### config.mk
export PLATFORM = sky130hd
export DESIGN_NAME = dp_link_training_sequencer_top
export DESIGN_NICKNAME = d
export VERILOG_FILES = /design/src/sv/dplt_pkg.sv /design/src/sv/dplt_levels.sv /design/src/sv/dplt_seq.sv /design/src/sv/dp_link_training_sequencer_top.sv
export SDC_FILE = /design/constraint.sdc
export NUM_CORES = 1
export LEC_CHECK = 0
export BUFFER_PORTS_ARGS = -buffer_cell sky130_fd_sc_hd__buf_2
export CAP_MARGIN = 10
export CORE_MARGIN = 4
export CORE_UTILIZATION = 30
export DETAILED_ROUTE_END_ITERATION = 7
export PLACE_DENSITY_LB_ADDON = 0.08
export REMOVE_ABC_BUFFERS = 1
export SLEW_MARGIN = 20
export SYNTH_ARGS = -nofsm -noshare
export SYNTH_HDL_FRONTEND = slang
export SYNTH_SLANG_ARGS = --single-unit
### constraint.sdc
create_clock -name aclk -period 6.3 [get_ports aclk]
set_input_delay 0.315 -clock aclk [delete_from_list [all_inputs] [get_ports aclk]]
set_output_delay 0.315 -clock aclk [all_outputs]
set_load 0.01 [all_outputs]
### src/sv/dplt_pkg.sv
`timescale 1ns / 1ps
// ----------------------------------------------------------------------------
// dplt_pkg
// Shared types, constants and helpers for the link training sequencer.
// ----------------------------------------------------------------------------
package dplt_pkg;

    localparam int MAX_LANES = 4;
    localparam int TRY_LIMIT = 5;

    localparam logic [2:0] CNT_SAT   = 3'd7;
    localparam logic [2:0] CNT_ONE   = 3'd1;
    localparam logic [1:0] RATE_MAX  = 2'd2;

    // configuration register indexes
    localparam logic [1:0] REG_LANE_COUNT = 2'd0;
    localparam logic [1:0] REG_START_RATE = 2'd1;
    localparam logic [1:0] REG_TPS3       = 2'd2;

    typedef enum logic [2:0] {
        ACT_START_CR = 3'd0,
        ACT_ADJUST   = 3'd1,
        ACT_START_EQ = 3'd2,
        ACT_TRAINED  = 3'd3,
        ACT_FAILED   = 3'd4,
        ACT_IGNORED  = 3'd5
    } action_t;

    typedef struct packed {
        logic [2:0] lane_count;
        logic [1:0] start_rate;
        logic       tps3;
    } cfg_t;

    typedef struct packed {
        logic                     kind;
        logic                     aux_ok;
        logic [MAX_LANES-1:0]     cr_done_lanes;
        logic [MAX_LANES-1:0]     eq_lock_lanes;
        logic                     interlane_aligned;
        logic [2*MAX_LANES-1:0]   swing_requests;
        logic [2*MAX_LANES-1:0]   preemph_requests;
    } item_t;

    typedef struct packed {
        action_t    action;
        logic [1:0] rate_index;
        logic [1:0] pattern;
        logic [5:0] lane_set;
    } result_t;

    // active lane mask; zero lanes counts as one, more than MAX_LANES as MAX_LANES
    function automatic logic [MAX_LANES-1:0] lane_mask(input logic [2:0] lane_count);
        logic [MAX_LANES-1:0] m;
        m = '0;
        for (int i = 0; i < MAX_LANES; i++) begin
            if (i == 0 || 32'(i) < 32'(lane_count)) begin
                m[i] = 1'b1;
            end
        end
        return m;
    endfunction

endpackage

### src/sv/dplt_levels.sv
`timescale 1ns / 1ps
// ----------------------------------------------------------------------------
// dplt_levels
// Drive level pick: max requested swing and pre-emphasis over active lanes,
// with swing and pre-emphasis clamps and their max flags.
// ----------------------------------------------------------------------------
module dplt_levels (
    input  logic [dplt_pkg::MAX_LANES-1:0]   lane_mask,
    input  logic [2*dplt_pkg::MAX_LANES-1:0] swing_requests,
    input  logic [2*dplt_pkg::MAX_LANES-1:0] preemph_requests,
    output logic [5:0]                       levels
);
    import dplt_pkg::*;

    logic [1:0] swing_max;
    logic [1:0] pre_max;
    logic [1:0] swing;
    logic [1:0] pre_limit;
    logic [1:0] pre;
    logic       swing_flag;
    logic       pre_flag;

    always_comb begin
        swing_max = 2'd0;
        pre_max   = 2'd0;
        for (int i = 0; i < MAX_LANES; i++) begin
            if (lane_mask[i]) begin
                if (swing_requests[2*i +: 2] > swing_max) begin
                    swing_max = swing_requests[2*i +: 2];
                end
                if (preemph_requests[2*i +: 2] > pre_max) begin
                    pre_max = preemph_requests[2*i +: 2];
                end
            end
        end

        swing_flag = (swing_max >= 2'd2);
        swing      = swing_flag ? 2'd2 : swing_max;

        // pre-emphasis ceiling drops as swing rises
        pre_limit = 2'd3 - swing;
        pre_flag  = (pre_max >= pre_limit);
        pre       = pre_flag ? pre_limit : pre_max;

        levels = {pre_flag, pre, swing_flag, swing};
    end

endmodule

### src/sv/dplt_seq.sv
`timescale 1ns / 1ps
// ----------------------------------------------------------------------------
// dplt_seq
// Training phase state machine: one status or start transaction per step,
// updates phase, rate, levels and retry counters, registers the result.
// ----------------------------------------------------------------------------
module dplt_seq (
    input  logic              aclk,
    input  logic              aresetn,
    input  logic              step_en,
    input  dplt_pkg::cfg_t    cfg,
    input  dplt_pkg::item_t   item,
    output dplt_pkg::result_t result
);
    import dplt_pkg::*;

    typedef enum logic [1:0] {
        PH_IDLE = 2'd0,
        PH_CR   = 2'd1,
        PH_EQ2  = 2'd2,
        PH_EQ3  = 2'd3
    } phase_t;

    phase_t     phase_reg,  phase_next;
    logic [1:0] rate_reg,   rate_next;
    logic [5:0] levels_reg, levels_next;
    logic [2:0] ssc_reg,    ssc_next;     // tries at the same swing
    logic       msw_reg,    msw_next;     // max swing reached during CR
    logic [2:0] eqa_reg,    eqa_next;     // equalization attempts
    action_t    act_reg,    act_next;
    logic [1:0] pat_reg,    pat_next;

    logic [MAX_LANES-1:0] mask;
    logic [5:0]           adj_levels;
    logic                 cr_ok;
    logic                 eq_ok;
    logic                 fail;
    logic [2:0]           eqa_inc;

    assign mask  = lane_mask(cfg.lane_count);
    assign cr_ok = ((item.cr_done_lanes & mask) == mask);
    assign eq_ok = item.interlane_aligned && ((item.eq_lock_lanes & mask) == mask);
    assign eqa_inc = (eqa_reg < CNT_SAT) ? eqa_reg + 3'd1 : eqa_reg;

    dplt_levels u_levels (
        .lane_mask        (mask),
        .swing_requests   (item.swing_requests),
        .preemph_requests (item.preemph_requests),
        .levels           (adj_levels)
    );

    always_comb begin
        phase_next  = phase_reg;
        rate_next   = rate_reg;
        levels_next = levels_reg;
        ssc_next    = ssc_reg;
        msw_next    = msw_reg;
        eqa_next    = eqa_reg;
        act_next    = ACT_IGNORED;
        pat_next    = 2'd0;
        fail        = 1'b0;

        if (!item.kind) begin
            rate_next   = (cfg.start_rate > RATE_MAX) ? RATE_MAX : cfg.start_rate;
            phase_next  = PH_CR;
            levels_next = 6'd0;
            ssc_next    = CNT_ONE;
            msw_next    = 1'b0;
            eqa_next    = 3'd0;
            act_next    = ACT_START_CR;
            pat_next    = 2'd1;
        end else begin
            unique case (phase_reg)
                PH_CR: begin
                    if (!item.aux_ok) begin
                        fail = 1'b1;
                    end else if (cr_ok) begin
                        phase_next = cfg.tps3 ? PH_EQ3 : PH_EQ2;
                        eqa_next   = 3'd0;
                        act_next   = ACT_START_EQ;
                        pat_next   = cfg.tps3 ? 2'd3 : 2'd2;
                    end else if (ssc_reg >= 3'(TRY_LIMIT) || msw_reg) begin
                        fail = 1'b1;
                    end else begin
                        if (adj_levels[1:0] == levels_reg[1:0]) begin
                            ssc_next = (ssc_reg < CNT_SAT) ? ssc_reg + 3'd1 : ssc_reg;
                        end else begin
                            ssc_next = CNT_ONE;
                        end
                        msw_next    = msw_reg | adj_levels[2];
                        levels_next = adj_levels;
                        act_next    = ACT_ADJUST;
                        pat_next    = 2'd1;
                    end
                end
                PH_EQ2, PH_EQ3: begin
                    if (!item.aux_ok || !cr_ok) begin
                        fail = 1'b1;
                    end else if (eq_ok) begin
                        phase_next = PH_IDLE;
                        act_next   = ACT_TRAINED;
                    end else begin
                        eqa_next = eqa_inc;
                        if (eqa_inc >= 3'(TRY_LIMIT)) begin
                            fail = 1'b1;
                        end else begin
                            levels_next = adj_levels;
                            act_next    = ACT_ADJUST;
                            pat_next    = phase_reg;
                        end
                    end
                end
                PH_IDLE: begin
                    act_next = ACT_IGNORED;
                end
            endcase

            // failed phase: step down one rate and restart CR, or give up
            if (fail) begin
                if (rate_reg != 2'd0) begin
                    rate_next   = rate_reg - 2'd1;
                    phase_next  = PH_CR;
                    levels_next = 6'd0;
                    ssc_next    = CNT_ONE;
                    msw_next    = 1'b0;
                    eqa_next    = 3'd0;
                    act_next    = ACT_START_CR;
                    pat_next    = 2'd1;
                end else begin
                    phase_next = PH_IDLE;
                    act_next   = ACT_FAILED;
                    pat_next   = 2'd0;
                end
            end
        end
    end

    always_ff @(posedge aclk) begin
        if (!aresetn) begin
            phase_reg  <= PH_IDLE;
            rate_reg   <= 2'd0;
            levels_reg <= 6'd0;
            ssc_reg    <= CNT_ONE;
            msw_reg    <= 1'b0;
            eqa_reg    <= 3'd0;
        end else if (step_en) begin
            phase_reg  <= phase_next;
            rate_reg   <= rate_next;
            levels_reg <= levels_next;
            ssc_reg    <= ssc_next;
            msw_reg    <= msw_next;
            eqa_reg    <= eqa_next;
        end
        if (step_en) begin
            act_reg <= act_next;
            pat_reg <= pat_next;
        end
    end

    always_comb begin
        result.action     = act_reg;
        result.rate_index = rate_reg;
        result.pattern    = pat_reg;
        result.lane_set   = levels_reg;
    end

endmodule

### src/sv/dp_link_training_sequencer_top.sv
`timescale 1ns / 1ps
// ----------------------------------------------------------------------------
// dp_link_training_sequencer_top
// DisplayPort source link training sequencer: start and sink status
// transactions in, one training action with rate, pattern and levels out.
// ----------------------------------------------------------------------------
// Takes one transaction per clock while results are taken and returns exactly
// one result for each: the accepting edge loads the input register, and once
// the result register is free or draining, a later edge runs the phase state
// machine into the result register. Input stalls only while both registers
// are full and the result is not taken. Configuration registers reset to
// four lanes, start rate 5.4 Gbps and pattern 3 support; write them only
// while no transaction is in flight.
// AUX and PHY programming stay outside the block.
module dp_link_training_sequencer_top (
    input  logic        aclk,
    input  logic        aresetn,
    // configuration
    input  logic        cfg_wr_en,
    input  logic [1:0]  cfg_index,
    input  logic [2:0]  cfg_wdata,
    // status input
    input  logic        s_tvalid,
    output logic        s_tready,
    input  logic [31:0] s_tdata,   // aux_ok, cr_done_lanes[3:0], eq_lock_lanes[3:0],
                                   // interlane_aligned, swing_requests[7:0],
                                   // preemph_requests[7:0], zero pad
    input  logic        s_tuser,   // kind
    // result output
    output logic        m_tvalid,
    input  logic        m_tready,
    output logic [15:0] m_tdata,   // rate_index[1:0], pattern[1:0], lane_set[5:0],
                                   // drive_swing[1:0], drive_preemph[1:0], zero pad
    output logic [2:0]  m_tuser    // action
);
    import dplt_pkg::*;

    cfg_t    cfg_reg;
    item_t   item_reg;
    logic    in_valid_reg;
    logic    out_valid_reg;
    logic    step;
    result_t result;

    // process the held transaction when the result register is free or draining
    assign step     = in_valid_reg && (!out_valid_reg || m_tready);
    assign s_tready = !in_valid_reg || step;

    always_ff @(posedge aclk) begin
        if (!aresetn) begin
            cfg_reg.lane_count <= 3'd4;
            cfg_reg.start_rate <= 2'd2;
            cfg_reg.tps3       <= 1'b1;
        end else if (cfg_wr_en) begin
            unique case (cfg_index)
                REG_LANE_COUNT: cfg_reg.lane_count <= cfg_wdata;
                REG_START_RATE: cfg_reg.start_rate <= cfg_wdata[1:0];
                REG_TPS3:       cfg_reg.tps3       <= cfg_wdata[0];
                default:        cfg_reg            <= cfg_reg;
            endcase
        end
    end

    always_ff @(posedge aclk) begin
        if (!aresetn) begin
            in_valid_reg  <= 1'b0;
            out_valid_reg <= 1'b0;
        end else begin
            if (s_tready) begin
                in_valid_reg <= s_tvalid;
            end
            if (step) begin
                out_valid_reg <= 1'b1;
            end else if (m_tready) begin
                out_valid_reg <= 1'b0;
            end
        end
        if (s_tvalid && s_tready) begin
            item_reg.kind              <= s_tuser;
            item_reg.aux_ok            <= s_tdata[0];
            item_reg.cr_done_lanes     <= s_tdata[4:1];
            item_reg.eq_lock_lanes     <= s_tdata[8:5];
            item_reg.interlane_aligned <= s_tdata[9];
            item_reg.swing_requests    <= s_tdata[17:10];
            item_reg.preemph_requests  <= s_tdata[25:18];
        end
    end

    dplt_seq u_seq (
        .aclk    (aclk),
        .aresetn (aresetn),
        .step_en (step),
        .cfg     (cfg_reg),
        .item    (item_reg),
        .result  (result)
    );

    assign m_tvalid = out_valid_reg;
    assign m_tuser  = result.action;
    assign m_tdata  = {2'b00,
                       result.lane_set[4:3],
                       result.lane_set[1:0],
                       result.lane_set,
                       result.pattern,
                       result.rate_index};

endmodule

==> results of run 1 <==
## cell usage in the layout, fill, tap and decap left out, drive strengths merged, types with 3 or more instances in the layout
cell type,instances
a211oi,5
a21o,4
a21oi,18
a31o,4
a31oi,4
a32o,6
and2,4
buf,57
clkbuf,12
clkinv,5
dfxtp,25
edfxtp,32
ha,24
inv,31
mux2i,8
nand2,26
nand2b,10
nand3,3
nand3b,4
nand4,3
nor2,20
nor2b,6
nor3,6
nor3b,3
o2111a,3
o211ai,3
o21ai,8
o21bai,3
o221a,3
o31ai,4
or2,3
## final cells by class
cell class	count	share of cell area, %
inverter	32	3.083
timing repair buffer	57	7.450
clock inverter	4	0.6101
multi-input combinational	224	42.29
tap	140	4.496
clock buffer	12	4.560
sequential	57	37.51
## critical path: cells and delay by family (launching register included)
kind / cells / cell delay (ns)
and+or+nand+nor: 6 / 1.40
AOI/OAI and AO/OA: 8 / 1.76
muxes: 1 / 0.13
adders and majority gates: 3 / 0.85
buffers and inverters: 2 / 0.13
DFF: 1 / 0.63
## stage by stage
stage / total power [mW] / setup slack (ns)
after floorplan: 0.5154 / 1.816
after global placement: 0.5562 / 1.342
after detailed placement: 0.5591 / 1.279
after CTS: 0.9162 / 1.239
after global routing: 0.9459 / 0.8676
final: 0.8979 / 1.313
## power by group through the flow
| stage | Sequential (mW) | Clock [mW] | Combinational, mW |
|---|---|---|---|
| floorplan | 0.428 | 0 | 0.0876 |
| global placement | 0.429 | 0 | 0.128 |
| detailed placement | 0.429 | 0 | 0.131 |
| CTS | 0.420 | 0.365 | 0.131 |
| global route | 0.422 | 0.377 | 0.147 |
| finish | 0.420 | 0.349 | 0.129 |
## metal layers
metal	wire, um	share of wire [%]
met1	3699	47
met2	3726	47
met3	352	4.4
met4	136	1.7
met5	0	0
## path summary, 6_finish.rpt
kind	startpoint	end	slack, ns	depth (start not counted)
worst max-delay path	cfg_reg[4]	u_seq.levels_reg[3]	1.31	20
worst min-delay path	s_tdata[25]	item_reg[7]	0.14	1
worst max register to register	cfg_reg[4]	u_seq.levels_reg[3]	1.31	20
worst min register to register	cfg_reg[1]	cfg_reg[1]	0.50	2
## logic make-up (layout without fill, tap and decap cells)
logic type	Yosys count	count (layout)	share of synthesized area (%)
and+or+nand+nor	98	98	15.43
xor gates and xnor gates	4	4	1.052
adders and majority gates	24	24	9.012
AOI/OAI and AO/OA	88	88	21.33
other	1	2	0.1125
buffers and inverters	48	105	6.796
DFF	57	57	43.86
muxes	8	8	2.403
==> flow_summary.json, run 1 <==
{
  "syn_avg_cell_area_um2": 10.16,
  "die_area_um2": 12860,
  "p_int_mw": 0.6546,
  "post_cts_buffers": 0,
  "cts_tree": "yes",
  "hp-class": "input pin to flip-flop",
  "postSynthCellCount": 328,
  "n_fill_cell": 1118,
  "synth_edf_count": 32,
  "cp_common_cell": "ha_1",
  "max_freq_mhz": 200.5,
  "stdcell_area_um2": 3896,
  "synth_top_area_share_pct": 28.84,
  "use_met2_pct": 20.93,
  "grt_setup_unrepaired": "false",
  "synth_cell_types": 68,
  "die_w_um": 113.4,
  "slew-limit-headroom_pct": 57.81,
  "grt_pass1_vias": 2517,
  "setup.worst_path.class": "flip-flop to flip-flop",
  "cellLeakagePower_nw": 1.600,
  "dr.pass1.iters": 4,
  "first_iter_violations": 125,
  "use_met1_pct": 15.94,
  "switchingPower_mw": 0.2433,
  "slowest_stage": "dfxtp_1",
  "clockBufferDepth": 2,
  "status": "finished, final reports clean",
  "synth_common_cells": "32 x edfxtp_1, 31 x inv_1, 26 x nand2_1",
  "drv_slew": 0,
  "yosys.area.top_type": "edfxtp_1",
  "portBuffers": 55,
  "dpl.cell_count": 510,
  "clk_latency_ns": 0.35,
  "clk_pin_slew_worst_paths_ns": 0.08,
  "synthArstFlopShare_pct": 0,
  "area.sequential_um2": 1461,
  "gr-total-overflow": 0,
  "cts_buffers": 9,
  "worst_pin_slew_ns": 0.6329,
  "maxCapViolCount": 0,
  "postLayoutCoreUtil_pct": 35.94,
  "use_met3_pct": 4.615,
  "grt_pass1_wl_mm": 12.81,
  "yosysWarnings": 0,
  "fin_crit_ns": 4.987,
  "synth_area_um2": 3332,
  "largest_reg_flops": 27,
  "whs_ns": 0.1391,
  "p_clk_share_pct": 38.9,
  "synth.area.top_cells": "edfxtp_1 29%, dfxtp_1 15%, ha_1 9.0%",
  "areaGrowthSynthToFinish_pct": 16.94,
  "worstSetupEndpointType": "flip-flop",
  "drive_gt1_share_pct": 23.32,
  "setup_tns_ns": 0,
  "row_count": 38,
  "cellPowerDensity_nw_per_um2": 230.4,
  "skew_ns": 0.01030,
  "wire_per_inst_um": 15.05,
  "cts.sinks": 57,
  "worstPathArrival_ns": 5.23,
  "dr_total_vias": 2608,
  "pin_count": 64,
  "route.detailed.drc": 0,
  "ir_drop_v": 0.00009464,
  "path_cells": "or2_1 -> o211ai_1 -> a21o_1 -> ha_1 -> inv_1 -> o221a_2 -> nor2_1 -> a21oi_1 -> ha_1 -> nand2b_1 -> and3_1 -> a22o_1 -> nor3_1 -> inv_1 -> ha_1 -> nor2b_1 -> a221oi_2 -> o32ai_1 -> mux2i_1 -> a32o_1",
  "crit_fanout": 12,
  "grt_start_max_net_pins": 28,
  "multi_input_area_um2": 1648,
  "coreArea_um2": 10840,
  "dpl_cell_area_um2": 3695,
  "start_util_pct": 30.74,
  "antenna_found_initial": 0,
  "viasPerCell": 4.958,
  "place_congestion": 0.8016,
  "p_seq_share_pct": 46.8,
  "cts-resized-gates": 0,
  "pwr-share-comb_pct": 14.3,
  "nets": 448,
  "worst-endpoint-required_ns": 6.54,
  "cts.root.buffer_cell": "clkbuf_8",
  "yosysSeqAreaShare_pct": 43.86,
  "stdcell_count": 526,
  "yosysMostFrequentCell": "edfxtp_1",
  "hold_buffers": 0,
  "dominantRegCellSynth": "edfxtp_1",
  "cpPeakStageDelay_ns": 0.63,
  "hpwl_mm": 5.880,
  "hold_viol_final": 0,
  "synth_seq_cells": 57,
  "antenna_cells": 0,
  "cp-start-kind": "flip-flop",
  "ant_nets": 0,
  "period_share_pct": 79.16,
  "routed_wl_mm": 7.914,
  "htree_levels": 3,
  "setup_viol": 0,
  "chipHeight_um": 113.4,
  "grt_usage_pct": 12.92,
  "gr-max-usage-layer": "met2",
  "swShare_pct": 27.09
}
Note: power is estimated with default switching activity, not from simulation.
==> inputs of run 2 (changes only) <==
==> constraint.sdc (replaced) <==
create_clock -name aclk -period 5.17 [get_ports aclk]
set_input_delay 0.2585 -clock aclk [delete_from_list [all_inputs] [get_ports aclk]]
set_output_delay 0.2585 -clock aclk [all_outputs]
set_load 0.01 [all_outputs]
==> flow_summary.json, run 2 (same netlist as run 1, synthesis figures left out) <==
{
  "p_int_mw": 0.7877,
  "clockBufferDepth": 2,
  "cts.root.buffer_cell": "clkbuf_8",
  "pin_count": 64,
  "route.detailed.drc": 0,
  "period_share_pct": 89.99,
  "cts-resized-gates": 0,
  "nets": 451,
  "areaGrowthSynthToFinish_pct": 17.16,
  "cts.sinks": 57,
  "ant_nets": 0,
  "grt_pass1_wl_mm": 13.00,
  "hp-start": "s_tdata[25]",
  "clk_pin_slew_worst_paths_ns": 0.07,
  "switchingPower_mw": 0.2954,
  "dr_total_vias": 2592,
  "max_freq_mhz": 214.9,
  "ff2ff_path_depth": 22,
  "place_congestion": 0.8004,
  "cts_buffers": 9,
  "p_seq_share_pct": 47.2,
  "grt_start_max_net_pins": 28,
  "clk_latency_ns": 0.34,
  "drv_slew": 0,
  "antenna_cells": 0,
  "routed_wl_mm": 7.947,
  "htree_levels": 3,
  "cp_common_cell": "ha_1",
  "ir_drop_v": 0.0001151,
  "drive_gt1_share_pct": 23.65,
  "gr-total-overflow": 0,
  "grt_usage_pct": 13.00,
  "crit_fanout": 5,
  "worst_pin_slew_ns": 0.6735,
  "startpoint": "item_reg[9]",
  "holdPathStages": 1,
  "coreArea_um2": 10840,
  "row_count": 38,
  "cp-start-kind": "flip-flop",
  "dpl.cell_count": 513,
  "grt_pass1_vias": 2531,
  "hp-class": "input pin to flip-flop",
  "r2r_start": "item_reg[9]",
  "hold_buffers": 0,
  "first_iter_violations": 109,
  "antenna_found_initial": 0,
  "dr.pass1.iters": 4,
  "largest_reg_flops": 27,
  "post_cts_buffers": 0,
  "worstSetupEndpointType": "flip-flop",
  "setup.worst_path.class": "flip-flop to flip-flop",
  "skew_ns": 0.006343,
  "die_area_um2": 12860,
  "final_cell_mix": "55 x buf_2, 32 x edfxtp_1, 31 x inv_1",
  "portBuffers": 55,
  "worst-endpoint-required_ns": 5.40,
  "status": "finished, final reports clean",
  "stdcell_count": 529,
  "slew-limit-headroom_pct": 55.00,
  "chipHeight_um": 113.4,
  "cellLeakagePower_nw": 1.599,
  "hold_viol_final": 0,
  "slowest_stage": "edfxtp_1",
  "p_clk_share_pct": 38.0,
  "start_util_pct": 30.74,
  "fin_crit_ns": 4.653,
  "final_common_cell": "buf_2",
  "wire_per_inst_um": 15.02,
  "grt_setup_unrepaired": "false",
  "swShare_pct": 27.27,
  "worstPathArrival_ns": 4.88,
  "die_w_um": 113.4,
  "maxCapViolCount": 0,
  "pwr-share-comb_pct": 14.8,
  "viasPerCell": 4.900,
  "setup_tns_ns": 0,
  "path_cells": "inv_1 -> ha_1 -> nor2_1 -> o211ai_1 -> a21o_1 -> ha_1 -> inv_1 -> o221a_2 -> nor2_1 -> a21oi_1 -> ha_1 -> nand2b_1 -> and3_1 -> a22o_1 -> nor3_1 -> inv_1 -> ha_1 -> nor2b_1 -> a221oi_2 -> o32ai_1 -> mux2i_1 -> a32o_1",
  "cts_tree": "yes",
  "cpPeakStageDelay_ns": 0.46,
  "cellPowerDensity_nw_per_um2": 277.5,
  "setup_viol": 0,
  "hpwl_mm": 5.916
}
run 2: changes by cell type in the layout (fill, tap and decap cells not counted), sizes merged:
| cell | change |
|---|---|
| clkinv | -1 |
| clkbuf | -2 |
| clkinvlp | +2 |
| buf | +3 |
| bufinv | +1 |
run 2: critical path: cells and delay by family, from the launching register on:
| family | cells | cell delay, ns |
|---|---|---|
| AO/OA/AOI/OAI | 8 | 1.71 |
| AND/OR/NAND/NOR | 6 | 0.94 |
| buffers and inverters | 3 | 0.22 |
| adder cells (fa/ha/maj) | 4 | 1.07 |
| flip-flops | 1 | 0.46 |
| multiplexers | 1 | 0.13 |
run 2: stage by stage:
stage | hold WS (ns) | power (mW) | worst slack, ns | area, um^2 | utilization, %
after detailed placement | 0.4366 | 0.6835 | 0.5050 | 3717 | 34.29
after floorplan | 0.3204 | 0.6280 | 0.6865 | 3229 | -
final | 0.09194 | 1.083 | 0.5173 | 3904 | 36.01
after CTS | 0.06784 | 1.105 | 0.4763 | 3904 | 36.01
after global placement | 0.4345 | 0.6798 | 0.5657 | 3717 | 34.29
after global routing | 0.06127 | 1.144 | 0.1666 | 3904 | 36.01
run 2: per-layer routing:
layer | track usage [%] | vias to the layer above | routed length, um
li1 | - | 1321 | -
met1 | 17.03 | 1193 | 3738
met2 | 20.70 | 68 | 3712
met3 | 3.395 | 10 | 392
met4 | 4.808 | 0 | 104
met5 | 0 | - | 0
run 2: layout make-up:
type | count | area [um^2]
fillers | 1104 | 6937
multi-input cells | 224 | 1648
flip-flops and latches | 57 | 1461
repair buffers | 60 | 312.8
well taps | 140 | 175.2
clock buffers | 10 | 127.6
inverters | 32 | 120.1
clock inverters | 6 | 58.81
run 2: power by group through the flow:
stage / Combinational (mW) / Sequential [mW] / Clock (mW)
5_1_grt: 0.184 / 0.513 / 0.448
2_1_floorplan: 0.107 / 0.521 / 0
3_5_place_dp: 0.162 / 0.521 / 0
3_3_place_gp: 0.159 / 0.521 / 0
6_report: 0.161 / 0.511 / 0.412
4_1_cts: 0.163 / 0.511 / 0.430
run 2: final timing paths:
path	to	slack, ns
worst max-delay path	u_seq.levels_reg[3]	0.52
worst max register to register	u_seq.levels_reg[3]	0.52
worst min register to register	u_seq.rate_reg[1]	0.50
worst min-delay path	item_reg[7]	0.09
==> inputs of run 3 (changes only) <==
--- a/config.mk
+++ b/config.mk
@@ -5,6 +5,7 @@
 export SDC_FILE = /design/constraint.sdc
 export NUM_CORES = 1
 export LEC_CHECK = 0
+export ABC_AREA = 1
 export BUFFER_PORTS_ARGS = -buffer_cell sky130_fd_sc_hd__buf_2
 export CAP_MARGIN = 10
 export CORE_MARGIN = 4
==> flow_summary.json, run 3 <==
{
  "period_share_pct": 68.65,
  "die_area_um2": 13090,
  "coreArea_um2": 10980,
  "area.sequential_um2": 1461,
  "stdcell_count": 622,
  "ff2ff_setup_slack_ns": 1.62,
  "hp-class": "input pin to flip-flop",
  "hpwl_mm": 5.903,
  "viasPerCell": 4.490,
  "max_freq_mhz": 281.8,
  "final_common_cell": "nand2_1",
  "cp-start-kind": "flip-flop",
  "drv_slew": 0,
  "hold_viol_final": 0,
  "skew_ns": 0.005457,
  "cts-resized-gates": 0,
  "maxCapViolCount": 0,
  "cts.sinks": 57,
  "worstPathArrival_ns": 3.76,
  "cts_tree": "yes",
  "yosysWarnings": 0,
  "antenna_found_initial": 0,
  "stdcell_area_um2": 4041,
  "dpl_cell_area_um2": 3784,
  "clk_pin_slew_worst_paths_ns": 0.05,
  "worst_pin_slew_ns": 0.9322,
  "place_congestion": 0.7929,
  "hold_buffers": 0,
  "dr.pass1.iters": 4,
  "worst-endpoint-required_ns": 5.38,
  "r2r_start": "item_reg[3]",
  "ant_nets": 0,
  "startpoint": "item_reg[3]",
  "grt_pass1_wl_mm": 12.87,
  "status": "finished, final reports clean",
  "multi_input_area_um2": 1598,
  "yosysMostFrequentCell": "nand2_1",
  "dr_total_vias": 2793,
  "htree_levels": 3,
  "post_cts_buffers": 0,
  "synth_top_area_share_pct": 28.28,
  "synth_edf_count": 32,
  "synth.area.top_cells": "edfxtp_1 28%, dfxtp_1 15%, ha_1 8.8%",
  "synth_cell_types": 43,
  "cts_buffers": 9,
  "dpl.cell_count": 606,
  "gr-total-overflow": 0,
  "setup_tns_ns": 0,
  "whs_ns": 0.1052,
  "areaGrowthSynthToFinish_pct": 18.93,
  "setup_viol": 0,
  "power_mw": 1.209,
  "chipHeight_um": 114.4,
  "dominantRegCellSynth": "edfxtp_1",
  "route.detailed.drc": 0,
  "clockBufferDepth": 2,
  "synthArstFlopShare_pct": 0,
  "yosys.area.top_type": "edfxtp_1",
  "syn_avg_cell_area_um2": 8.091,
  "worstSetupEndpointType": "flip-flop",
  "drive_gt1_share_pct": 19.92,
  "cts.root.buffer_cell": "clkbuf_16",
  "fin_crit_ns": 3.549,
  "start_util_pct": 30.94,
  "routed_wl_mm": 7.582,
  "swShare_pct": 26.28,
  "synth_common_cells": "78 x nand2_1, 67 x inv_1, 45 x nor2_1",
  "p_seq_share_pct": 42.9,
  "nets": 544,
  "r2r_end": "u_seq.levels_reg[3]",
  "p_int_mw": 0.8912,
  "finalWorstSetupSlack_ns": 1.621,
  "grt_setup_unrepaired": "false",
  "hp-start": "s_tdata[4]",
  "largest_reg_flops": 27,
  "grt_start_max_net_pins": 28,
  "clk_latency_ns": 0.32,
  "synth_area_um2": 3398,
  "cellPowerDensity_nw_per_um2": 299.1,
  "row_count": 38,
  "holdPathEnd": "item_reg[24]",
  "pwr-share-comb_pct": 14.3,
  "die_w_um": 114.4,
  "pin_count": 64,
  "p_clk_share_pct": 42.7,
  "post-place-ws_ns": 1.572,
  "ir_drop_v": 0.0001868,
  "final_cell_mix": "78 x nand2_1, 66 x inv_1, 55 x buf_2",
  "switchingPower_mw": 0.3177,
  "portBuffers": 55,
  "n_fill_cell": 1156,
  "wire_per_inst_um": 12.19,
  "yosysSeqAreaShare_pct": 43.00,
  "postLayoutCoreUtil_pct": 36.80,
  "setup.worst_path.class": "flip-flop to flip-flop",
  "slew-limit-headroom_pct": 37.47,
  "crit_fanout": 3,
  "ff2ff_path_depth": 25,
  "grt_pass1_vias": 2706,
  "cellLeakagePower_nw": 1.894,
  "synth_seq_cells": 57,
  "grt_usage_pct": 12.50,
  "holdPathStages": 1,
  "antenna_cells": 0,
  "first_iter_violations": 138,
  "postSynthCellCount": 420
}
-- run 3: cell types whose count changed in the layout (fill, tap and decap cells not counted), sizes merged, moves of 5 or more --
cell / previous run / this run
nand2: 26 / 85
inv: 31 / 71
nor2: 20 / 51
nand3: 3 / 30
o21ai: 8 / 25
a21oi: 18 / 29
nand2b: 10 / 0
mux2i: 8 / 0
a32o: 6 / 0
nor2b: 6 / 0
a211oi: 5 / 0
buf: 60 / 55
-- run 3: critical path, stage by stage, from the launching register on --
cell	delay, ns
edfxtp_1	0.34
inv_1	0.05
ha_1	0.29
nor2_1	0.04
o21ai_0	0.24
nand2_1	0.10
o21ai_0	0.08
inv_1	0.06
ha_1	0.26
nand2_1	0.06
o21ai_0	0.07
nor2_1	0.12
inv_1	0.05
o211ai_1	0.10
nand2_1	0.08
ha_1	0.27
inv_1	0.03
o221ai_1	0.20
nand3_1	0.09
o21ai_0	0.13
ha_1	0.28
nand3b_1	0.18
nand2_1	0.09
a21oi_1	0.04
nor2_1	0.11
nor2_1	0.05
-- run 3: routing by layer --
| layer | global-route usage (%) | wire length, um |
|---|---|---|
| met5 | 0 | 0 |
| met4 | 5.226 | 149 |
| met3 | 3.436 | 321 |
| met2 | 21.19 | 3692 |
| met1 | 14.83 | 3418 |
-- run 3: final cells by class --
cell class	instances	share of cell area (%)
multi-input cells	281	39.54
flip-flops and latches	57	36.16
repair buffers	55	6.811
inverters	73	6.780
clock buffers	13	5.944
well taps	140	4.334
clock inverters	3	0.4334
-- run 3: logic make-up (layout without fill, tap and decap cells) --
kind of cell               count (synthesis)  after routing  synth area share (%)
and+or+nand+nor                          186            186                 26.03
xor gates and xnor gates                   1              1                0.2578
DFF                                       57             57                 43.00
buffers and inverters                     83            144                 10.09
other                                      1              2                0.1104
AOI/OAI and AO/OA                         68             68                 11.67
adders and majority gates                 24             24                 8.837
-- run 3: how the worst max path moves through the flow --
stage	to	slack, ns	depth (start not counted)
6_report	u_seq.levels_reg[3]	1.62	25
5_1_grt	u_seq.levels_reg[3]	1.11	24
4_1_cts	u_seq.levels_reg[3]	1.54	24
3_5_place_dp	u_seq.levels_reg[3]	1.57	25
3_3_place_gp	u_seq.levels_reg[3]	1.58	25
2_1_floorplan	u_seq.levels_reg[3]	1.92	25
-- run 3: power by group through the flow --
stage | Sequential, mW | Combinational (mW) | Clock [mW]
after global routing | 0.521 | 0.203 | 0.559
after global placement | 0.528 | 0.175 | 0
after detailed placement | 0.528 | 0.177 | 0
final | 0.519 | 0.173 | 0.517
after floorplan | 0.526 | 0.123 | 0
after CTS | 0.519 | 0.178 | 0.538
